$ cat src/scmd_pkg.sv
`timescale 1ns / 1ps

package scmd_pkg;

  localparam int MAX_LINE = 1024;
  localparam int POS_W    = $clog2(MAX_LINE + 1);
  localparam int OFF_W    = 10;
  localparam int TOK_W    = 11;
  localparam int LEN_W    = 11;

  // result queue
  localparam int Q_DEPTH  = 4;
  localparam int Q_AW     = $clog2(Q_DEPTH);
  localparam int Q_CW     = $clog2(Q_DEPTH + 1);

  localparam logic [7:0] CH_NUL    = 8'h00;
  localparam logic [7:0] CH_PIPE   = 8'h7c;
  localparam logic [7:0] CH_AMP    = 8'h26;
  localparam logic [7:0] CH_GT     = 8'h3e;
  localparam logic [7:0] CH_LT     = 8'h3c;
  localparam logic [7:0] CH_SEMI   = 8'h3b;
  localparam logic [7:0] CH_SPACE  = 8'h20;
  localparam logic [7:0] CH_TAB    = 8'h09;
  localparam logic [7:0] CH_NL     = 8'h0a;
  localparam logic [7:0] CH_DQUOTE = 8'h22;
  localparam logic [7:0] CH_SQUOTE = 8'h27;
  localparam logic [7:0] CH_BSLASH = 8'h5c;

  typedef enum logic [3:0] {
    KIND_WORD       = 4'd0,
    KIND_PIPE       = 4'd1,
    KIND_OR         = 4'd2,
    KIND_BACKGROUND = 4'd3,
    KIND_AND        = 4'd4,
    KIND_OUT        = 4'd5,
    KIND_APPEND     = 4'd6,
    KIND_IN         = 4'd7,
    KIND_HEREDOC    = 4'd8,
    KIND_SEPARATOR  = 4'd9,
    KIND_END        = 4'd10
  } kind_t;

  typedef enum logic [2:0] {
    OP_NONE = 3'd0,
    OP_PIPE = 3'd1,
    OP_AMP  = 3'd2,
    OP_GT   = 3'd3,
    OP_LT   = 3'd4
  } op_t;

  typedef struct packed {
    logic [7:0] byte_in;
    logic       is_end;
  } in_item_t;

  typedef struct packed {
    logic [3:0]       kind;
    logic [OFF_W-1:0] start_res;
    logic [LEN_W-1:0] length;
    logic [TOK_W-1:0] tok_total;
    logic             overflow;
    logic             last;
  } out_item_t;

  // results of one input transaction, in order, n of them valid
  typedef struct packed {
    out_item_t [1:0] items;
    logic [1:0]      n;
  } step_res_t;

  function automatic op_t op_code(input logic [7:0] c);
    op_t r;
    unique case (c)
      CH_PIPE: r = OP_PIPE;
      CH_AMP:  r = OP_AMP;
      CH_GT:   r = OP_GT;
      CH_LT:   r = OP_LT;
      default: r = OP_NONE;
    endcase
    return r;
  endfunction

  function automatic kind_t single_kind(input op_t op);
    kind_t r;
    unique case (op)
      OP_PIPE: r = KIND_PIPE;
      OP_AMP:  r = KIND_BACKGROUND;
      OP_GT:   r = KIND_OUT;
      OP_LT:   r = KIND_IN;
      default: r = KIND_WORD;
    endcase
    return r;
  endfunction

  function automatic kind_t double_kind(input op_t op);
    kind_t r;
    unique case (op)
      OP_PIPE: r = KIND_OR;
      OP_AMP:  r = KIND_AND;
      OP_GT:   r = KIND_APPEND;
      OP_LT:   r = KIND_HEREDOC;
      default: r = KIND_WORD;
    endcase
    return r;
  endfunction

  function automatic out_item_t mk_token(input kind_t k, input logic [OFF_W-1:0] s,
                                         input logic [LEN_W-1:0] len, input logic ovf);
    out_item_t r;
    r.kind        = k;
    r.start_res   = s;
    r.length      = len;
    r.tok_total   = '0;
    r.overflow    = ovf;
    r.last        = 1'b0;
    return r;
  endfunction

  function automatic logic [TOK_W-1:0] sat_inc(input logic [TOK_W-1:0] t);
    return (t < TOK_W'(MAX_LINE)) ? t + TOK_W'(1) : t;
  endfunction

endpackage

$ cat src/scmd_lexer.sv
`timescale 1ns / 1ps

module scmd_lexer (
  input  logic                clk,
  input  logic                rst,
  input  logic                fire,
  input  scmd_pkg::in_item_t  item,
  output scmd_pkg::step_res_t res
);

  logic [scmd_pkg::POS_W-1:0] position, position_next;
  logic [scmd_pkg::OFF_W-1:0] word_start, word_start_next;
  logic                       in_word, in_word_next;
  logic                       quote_open, quote_open_next;
  logic                       quote_is_single, quote_is_single_next;
  logic                       prev_backslash, prev_backslash_next;
  scmd_pkg::op_t              held, held_next;
  logic [scmd_pkg::OFF_W-1:0] held_position, held_position_next;
  logic [scmd_pkg::TOK_W-1:0] tokens, tokens_next;
  logic                       overflowed, overflowed_next;

  logic [7:0]                 c;
  logic                       line_end;
  scmd_pkg::op_t              code;
  logic                       at_limit;
  logic                       ovf_n;
  logic [scmd_pkg::OFF_W-1:0] offset;
  logic                       is_quote;
  logic                       is_delim;
  logic                       doubled;
  logic [1:0]                 k;
  logic [scmd_pkg::LEN_W-1:0] word_len;

  assign c        = item.byte_in;
  assign line_end = item.is_end || (c == scmd_pkg::CH_NUL);
  assign code     = scmd_pkg::op_code(c);
  assign at_limit = position >= scmd_pkg::POS_W'(scmd_pkg::MAX_LINE);
  assign ovf_n    = overflowed | at_limit;
  assign offset   = at_limit ? scmd_pkg::OFF_W'(scmd_pkg::MAX_LINE - 1)
                             : position[scmd_pkg::OFF_W-1:0];
  assign is_quote = ((c == scmd_pkg::CH_DQUOTE) || (c == scmd_pkg::CH_SQUOTE))
                    && !prev_backslash;
  assign is_delim = (c == scmd_pkg::CH_SPACE) || (c == scmd_pkg::CH_TAB)
                    || (c == scmd_pkg::CH_NL) || (code != scmd_pkg::OP_NONE)
                    || (c == scmd_pkg::CH_SEMI);
  assign doubled  = (held != scmd_pkg::OP_NONE) && (held == code);
  // position never exceeds the line limit, so the difference fits
  assign word_len = scmd_pkg::LEN_W'(position - scmd_pkg::POS_W'(word_start));

  always_comb begin
    position_next        = position;
    word_start_next      = word_start;
    in_word_next         = in_word;
    quote_open_next      = quote_open;
    quote_is_single_next = quote_is_single;
    prev_backslash_next  = prev_backslash;
    held_next            = held;
    held_position_next   = held_position;
    tokens_next          = tokens;
    overflowed_next      = overflowed;
    res                  = '0;
    k                    = 2'd0;

    if (line_end) begin
      if (held != scmd_pkg::OP_NONE) begin
        res.items[0] = scmd_pkg::mk_token(scmd_pkg::single_kind(held), held_position,
                                          scmd_pkg::LEN_W'(1), overflowed);
        tokens_next  = scmd_pkg::sat_inc(tokens);
        k            = 2'd1;
      end else if (in_word && !quote_open) begin
        res.items[0] = scmd_pkg::mk_token(scmd_pkg::KIND_WORD, word_start, word_len,
                                          overflowed);
        tokens_next  = scmd_pkg::sat_inc(tokens);
        k            = 2'd1;
      end
      res.items[k[0]]           = '0;
      res.items[k[0]].kind      = scmd_pkg::KIND_END;
      res.items[k[0]].tok_total = tokens_next;
      res.items[k[0]].overflow  = overflowed;
      res.items[k[0]].last      = 1'b1;
      k                         = k + 2'd1;
      // back to the reset state for the next line
      position_next        = '0;
      word_start_next      = '0;
      in_word_next         = 1'b0;
      quote_open_next      = 1'b0;
      quote_is_single_next = 1'b0;
      prev_backslash_next  = 1'b0;
      held_next            = scmd_pkg::OP_NONE;
      held_position_next   = '0;
      tokens_next          = '0;
      overflowed_next      = 1'b0;
    end else begin
      overflowed_next     = ovf_n;
      prev_backslash_next = (c == scmd_pkg::CH_BSLASH);
      if (!at_limit) begin
        position_next = position + scmd_pkg::POS_W'(1);
      end
      if (held != scmd_pkg::OP_NONE) begin
        held_next = scmd_pkg::OP_NONE;
        if (doubled) begin
          res.items[0] = scmd_pkg::mk_token(scmd_pkg::double_kind(held), held_position,
                                            scmd_pkg::LEN_W'(2), ovf_n);
        end else begin
          res.items[0] = scmd_pkg::mk_token(scmd_pkg::single_kind(held), held_position,
                                            scmd_pkg::LEN_W'(1), ovf_n);
        end
        tokens_next = scmd_pkg::sat_inc(tokens_next);
        k           = 2'd1;
      end
      if (!doubled) begin
        if (is_quote) begin
          if (!quote_open) begin
            quote_open_next      = 1'b1;
            quote_is_single_next = (c == scmd_pkg::CH_SQUOTE);
          end else if ((c == scmd_pkg::CH_SQUOTE) == quote_is_single) begin
            quote_open_next = 1'b0;
          end
        end
        if (quote_open_next || !is_delim) begin
          if (!in_word) begin
            in_word_next    = 1'b1;
            word_start_next = offset;
          end
        end else begin
          if (in_word) begin
            res.items[k[0]] = scmd_pkg::mk_token(scmd_pkg::KIND_WORD, word_start, word_len,
                                                 ovf_n);
            tokens_next     = scmd_pkg::sat_inc(tokens_next);
            k               = k + 2'd1;
            in_word_next    = 1'b0;
          end
          if (code != scmd_pkg::OP_NONE) begin
            held_next          = code;
            held_position_next = offset;
          end else if (c == scmd_pkg::CH_SEMI) begin
            res.items[k[0]] = scmd_pkg::mk_token(scmd_pkg::KIND_SEPARATOR, offset,
                                                 scmd_pkg::LEN_W'(1), ovf_n);
            tokens_next     = scmd_pkg::sat_inc(tokens_next);
            k               = k + 2'd1;
          end
        end
      end
    end
    res.n = k;
  end

  always_ff @(posedge clk) begin
    if (rst) begin
      position        <= '0;
      word_start      <= '0;
      in_word         <= 1'b0;
      quote_open      <= 1'b0;
      quote_is_single <= 1'b0;
      prev_backslash  <= 1'b0;
      held            <= scmd_pkg::OP_NONE;
      held_position   <= '0;
      tokens          <= '0;
      overflowed      <= 1'b0;
    end else if (fire) begin
      position        <= position_next;
      word_start      <= word_start_next;
      in_word         <= in_word_next;
      quote_open      <= quote_open_next;
      quote_is_single <= quote_is_single_next;
      prev_backslash  <= prev_backslash_next;
      held            <= held_next;
      held_position   <= held_position_next;
      tokens          <= tokens_next;
      overflowed      <= overflowed_next;
    end
  end

  // an operator is only held after any open word has been closed
  a_held_no_word: assert property (@(posedge clk) disable iff (rst)
    !((held != scmd_pkg::OP_NONE) && in_word))
    else $error("operator held while a word is open");

  a_pos_limit: assert property (@(posedge clk) disable iff (rst)
    position <= scmd_pkg::POS_W'(scmd_pkg::MAX_LINE))
    else $error("position beyond line limit");

  // every end of line leaves the lexer in its reset state
  a_end_clears: assert property (@(posedge clk) disable iff (rst)
    (fire && line_end) |=> (position == '0) && (tokens == '0) && !in_word && !quote_open
                           && (held == scmd_pkg::OP_NONE) && !overflowed)
    else $error("state not cleared after end of line");

endmodule

$ cat src/scmd_outq.sv
`timescale 1ns / 1ps

module scmd_outq (
  input  logic                clk,
  input  logic                rst,
  input  logic                push,
  input  scmd_pkg::step_res_t res,
  output logic                room,
  output logic                result_valid,
  input  logic                result_ready,
  output scmd_pkg::out_item_t result
);

  scmd_pkg::out_item_t       mem [scmd_pkg::Q_DEPTH];
  logic [scmd_pkg::Q_AW-1:0] wr_ptr, wr_ptr_next;
  logic [scmd_pkg::Q_AW-1:0] rd_ptr, rd_ptr_next;
  logic [scmd_pkg::Q_CW-1:0] count, count_next;
  logic [1:0]                push_n;
  logic                      pop;

  assign push_n       = push ? res.n : 2'd0;
  assign pop          = result_valid && result_ready;
  assign result_valid = count != '0;
  assign result       = mem[rd_ptr];
  // one transaction may add two records
  assign room         = count <= scmd_pkg::Q_CW'(scmd_pkg::Q_DEPTH - 2);

  assign wr_ptr_next = wr_ptr + scmd_pkg::Q_AW'(push_n);
  assign rd_ptr_next = rd_ptr + scmd_pkg::Q_AW'(pop);
  assign count_next  = count + scmd_pkg::Q_CW'(push_n) - scmd_pkg::Q_CW'(pop);

  always_ff @(posedge clk) begin
    if (push_n != 2'd0) begin
      mem[wr_ptr] <= res.items[0];
    end
    if (push_n == 2'd2) begin
      mem[wr_ptr + scmd_pkg::Q_AW'(1)] <= res.items[1];
    end
  end

  always_ff @(posedge clk) begin
    if (rst) begin
      wr_ptr <= '0;
      rd_ptr <= '0;
      count  <= '0;
    end else begin
      wr_ptr <= wr_ptr_next;
      rd_ptr <= rd_ptr_next;
      count  <= count_next;
    end
  end

  a_no_overrun: assert property (@(posedge clk) disable iff (rst)
    (push_n != 2'd0) |-> (count <= scmd_pkg::Q_CW'(scmd_pkg::Q_DEPTH - 2)))
    else $error("records pushed without room");

  a_count_tracks: assert property (@(posedge clk) disable iff (rst)
    (push_n == 2'd0 && !pop) |=> $stable(count))
    else $error("queue count moved without a transaction");

endmodule

$ cat src/shell_command_tokenizer.sv
`timescale 1ns / 1ps

// Streaming lexer for one shell command line. Each input transaction carries one
// byte; a zero byte or is_end closes the line, flushes a held operator or an open
// unquoted word, emits an end record with the token count and clears all state.
// Bytes are taken one per cycle: a byte lands in an input register, the lexer
// decides its zero, one or two token records combinationally and they go into a
// four-entry result queue that feeds the output; a byte passes the input register
// and its records pass the queue before output. A byte that yields two records
// writes both into the queue together; input is held off only while the queue has
// fewer than two free entries, so with the output always ready the input runs at
// one byte per cycle. Positions saturate at 1023 and set the overflow flag.

module shell_command_tokenizer (
  input  logic                clk,
  input  logic                rst,
  input  logic                item_valid,
  output logic                item_ready,
  input  scmd_pkg::in_item_t  item,
  output logic                result_valid,
  input  logic                result_ready,
  output scmd_pkg::out_item_t result
);

  logic                pend_valid;
  scmd_pkg::in_item_t  pend_item;
  logic                step_fire;
  logic                q_room;
  scmd_pkg::step_res_t step_res;

  assign step_fire  = pend_valid && q_room;
  assign item_ready = !pend_valid || step_fire;

  always_ff @(posedge clk) begin
    if (rst) begin
      pend_valid <= 1'b0;
    end else if (item_ready) begin
      pend_valid <= item_valid;
    end
  end

  always_ff @(posedge clk) begin
    if (item_ready && item_valid) begin
      pend_item <= item;
    end
  end

  scmd_lexer u_lexer (
    .clk  (clk),
    .rst  (rst),
    .fire (step_fire),
    .item (pend_item),
    .res  (step_res)
  );

  scmd_outq u_outq (
    .clk          (clk),
    .rst          (rst),
    .push         (step_fire),
    .res          (step_res),
    .room         (q_room),
    .result_valid (result_valid),
    .result_ready (result_ready),
    .result       (result)
  );

  // a byte that produces records leaves the output valid in the next cycle
  a_result_follows: assert property (@(posedge clk) disable iff (rst)
    (step_fire && step_res.n != 2'd0) |=> result_valid)
    else $error("records of a transaction not visible");

  a_end_record_count: assert property (@(posedge clk) disable iff (rst)
    step_fire |-> (step_res.n <= 2'd2))
    else $error("more than two records for one transaction");

  a_pend_holds: assert property (@(posedge clk) disable iff (rst)
    (pend_valid && !step_fire) |=> pend_valid && $stable(pend_item))
    else $error("pending byte lost while stalled");

endmodule
$ cat config.mk
export PLATFORM = sky130hd
export DESIGN_NAME = shell_command_tokenizer
export DESIGN_NICKNAME = d
export VERILOG_FILES = /design/src/scmd_pkg.sv /design/src/scmd_lexer.sv /design/src/scmd_outq.sv /design/src/shell_command_tokenizer.sv
export SDC_FILE = /design/constraint.sdc
export NUM_CORES = 1
export LEC_CHECK = 0
export BUFFER_PORTS_ARGS = -buffer_cell sky130_fd_sc_hd__buf_2
export CAP_MARGIN = 5
export CELL_PAD_IN_SITES_DETAIL_PLACEMENT = 1
export CELL_PAD_IN_SITES_GLOBAL_PLACEMENT = 1
export CORE_MARGIN = 4
export CORE_UTILIZATION = 54
export DETAILED_ROUTE_END_ITERATION = 8
export PLACE_DENSITY = 0.83
export SLEW_MARGIN = 20
export SYNTH_ARGS = -nofsm -noshare
export SYNTH_HDL_FRONTEND = slang
export SYNTH_HIERARCHICAL = 1
export SYNTH_SLANG_ARGS = --single-unit
$ cat constraint.sdc
create_clock -name clk -period 8.6 [get_ports clk]
set_clock_uncertainty 0.05 [all_clocks]
set_input_delay 0.86 -clock clk [delete_from_list [all_inputs] [get_ports clk]]
set_output_delay 0.86 -clock clk [all_outputs]
set_load 0.01 [all_outputs]
==> flow_summary.toml <==
[placed_design]
port_buffers = 52
place_inst = 1496
pre_cts_slack_ps = 2930
gp_congestion = 0.8739
dp_hpwl_um = 27300

[cts]
clockBufferDepth = 3
cts_root_buf = "clkbuf_16"
htree_levels = 1
cts_tree = "done"
clk_latency_ps = 540
cts.reportedPaths.clkPinSlew_ps = 60
cts_buffers = 25
post_cts_buffers = 0
postCtsHoldBufs = 0
cts_resized = 0
clock-sinks = 219

[grt]
globalRouteOverflowTotal = 0
antenna_found_initial = 0
grt_max_degree = 51
grt_pass1_vias = 10690
grt_first_pass_wirelength_um = 67260
grt_use_total_pct = 30.80

[yosys]
syn_area_per_cell_sq_um = 11.43
syn_area_sq_um = 13650
yosysWarnings = 6
synthTopCellsByArea = "edfxtp_1, mux2_2, dfxtp_1"
syn-num-nets = 1230
synth-main-ff-cell = "edfxtp_1"
ys_ff_latch = 219
yosys.area.top_type_share_pct = 35.41
synth_cell_type_count = 99
synth-async-reset-ratio_pct = 0
synth_edf_count = 161
synth_top_cell_by_area = "edfxtp_1"
syn_inst = 1195
seq_area_frac_synth_pct = 43.91

[sta]
tns_ps = 0
post-route-period-util_pct = 69.22
rsz0062_at_grt = "no"
min_period_ps = 5953
maxSlewHeadroom_pct = 20.84
worstMarginPinSlew_ps = 1177
setup_viol = 0
worst_slack_ps = 2647
max_freq_mhz = 168.0
hold_ws_ps = 430.9
hold_viol_final = 0
maxSlewViolCount = 0

[cells_and_area]
final_cell_mix = "edfxtp_1, nor2_1, mux2_2, dfxtp_1, buf_2"
stdcell_count = 1542
drive_gt1_share_pct = 29.06
mostFrequentLayoutCell = "edfxtp_1"
nets = 1234
syn_to_final_growth_pct = 8.514
fill_cells = 2530
diodes = 0

[setup_path]
critPathKind = "flip-flop to flip-flop"
critPathTopFamily = "simple AND/OR/NAND/NOR gates"
crit_buf_inv = 2
cp-end-kind = "flip-flop"
crit_arrival_ps = 6180
worst_ep_required_time_ps = 8830
critPathLaunchType = "flip-flop"
max_stage_delay_ps = 970
worstPathCellList = "nor4_1, a31o_2, nand2_1, inv_1, nor2_1, nand3b_1, nor3b_2, buf_4, mux2_2"
crit_path_max_fanout = 32
slowest_stage = "nor3b_2"

[run_status]
outcome = "complete, no violations"

[detailed_routing]
vias_per_cell = 6.879
drc_errors = 0
wirelength_um = 44160
final_antenna_net_count = 0
drtIter0Drc = 1211
wl_per_cell_um = 28.64
dr.pass1.iters = 5
vias = 10610

[floorplanning]
ios = 53
die_h_um = 167.0
fp.coreArea_sq_um = 24600
die_w_um = 167.0
start_util_pct = 55.49
die_area_sq_um = 27890
fp-row-count = 57

[pwr]
peakVddDrop_v = 0.0002173
p_per_area_nw_per_um2 = 191.2
p_total_w = 0.002832
leakagePower_nw = 5.148

[run]
cap_violations = 0

[min_path]
min_path_type = "flip-flop to flip-flop"
[sequential cells by signal, summed over array words and instances, names as in the netlist, 3 cells and up]
name                   flops
u_lexer/word_start        10
u_lexer/tokens            11
u_outq/mem               152
pend_item                  9
u_lexer/position          11
u_lexer/held               3
u_lexer/held_position     10
u_outq/count               3
[cells in the mapped netlist (6+ instances only)]
library cell / count
a221oi_1: 6
buf_2: 33
clkbuf_1: 36
and2_1: 16
o22ai_1: 10
o21ai_0: 33
a31oi_1: 16
nand4_1: 9
xor2_1: 23
ha_1: 20
nand2_1: 39
nor3b_1: 7
edfxtp_1: 161
buf_4: 8
nor2b_1: 7
nand3_1: 21
mux2_4: 21
mux4_2: 38
a21oi_1: 42
a22oi_1: 6
or3_1: 12
inv_1: 31
nor3_1: 29
and3_1: 11
buf_6: 8
mux2_2: 134
dfxtp_1: 58
mux2i_1: 29
xnor2_1: 27
a211oi_1: 11
nor2_1: 147
nand4b_1: 10
[tightest hold or removal path, stage by stage (launching register included)]
cell and delay [ps]:
dfxtp_1 320, nand2_1 60, a21oi_1 50
[through the flow]
stage	area, sq um	util [%]
detailed placement	14000	56.88
global route	14820	60.21
global placement	14000	56.88
finish	14820	60.21
CTS	14810	60.19
floorplan	13650	-
[logic make-up (layout without fill, tap and decap cells)]
kind of cell / Yosys count / count (layout) / share of synthesized area, %
DFF: 219 / 219 / 43.91
adders and majority gates: 22 / 22 / 2.126
and+or+nand+nor: 357 / 357 / 13.85
xor gates and xnor gates: 51 / 51 / 3.327
muxes: 223 / 223 / 21.92
other: 1 / 1 / 0.02747
AOI/OAI and AO/OA: 200 / 200 / 10.52
buffers and inverters: 122 / 145 / 4.316
[final timing paths]
path                      startpoint                       to  slack (ps)  cells after the start
max                     pend_item[3]         u_outq/mem[2][3]        2650                      9
min          u_lexer/quote_is_single  u_lexer/quote_is_single         430                      2
max reg2reg             pend_item[3]         u_outq/mem[2][3]        2650                      9
min reg2reg  u_lexer/quote_is_single  u_lexer/quote_is_single         430                      2
[report_power, final]
| part | total (W) | switching [W] | internal (W) |
|---|---|---|---|
| clock network | 0.00108 | 0.000450 | 0.000633 |
| registers | 0.00120 | 0.0000348 | 0.00117 |
| logic | 0.000547 | 0.000312 | 0.000235 |
| total | 0.00283 | 0.000797 | 0.00204 |
[per-layer routing]
metal	vias to the layer above	GRT usage [%]	wire, um
li1	4533	-	-
met1	5434	41.41	18040
met2	538	51.04	21260
met3	103	5.783	3512
met4	0	9.498	1342
met5	-	0	0
[final cells by class]
| cell class | count | area [sq um] | area share (%) |
|---|---|---|---|
| Multi-Input combinational cell | 854 | 7109 | 47.99 |
| Timing Repair Buffer | 66 | 365.4 | 2.466 |
| Sequential cell | 219 | 5998 | 40.49 |
| Inverter | 33 | 123.9 | 0.8361 |
| Clock buffer | 36 | 706.9 | 4.772 |
| Tap cell | 324 | 405.4 | 2.736 |
| Clock inverter | 10 | 106.4 | 0.7178 |
Power figures use the tool's default switching activity.
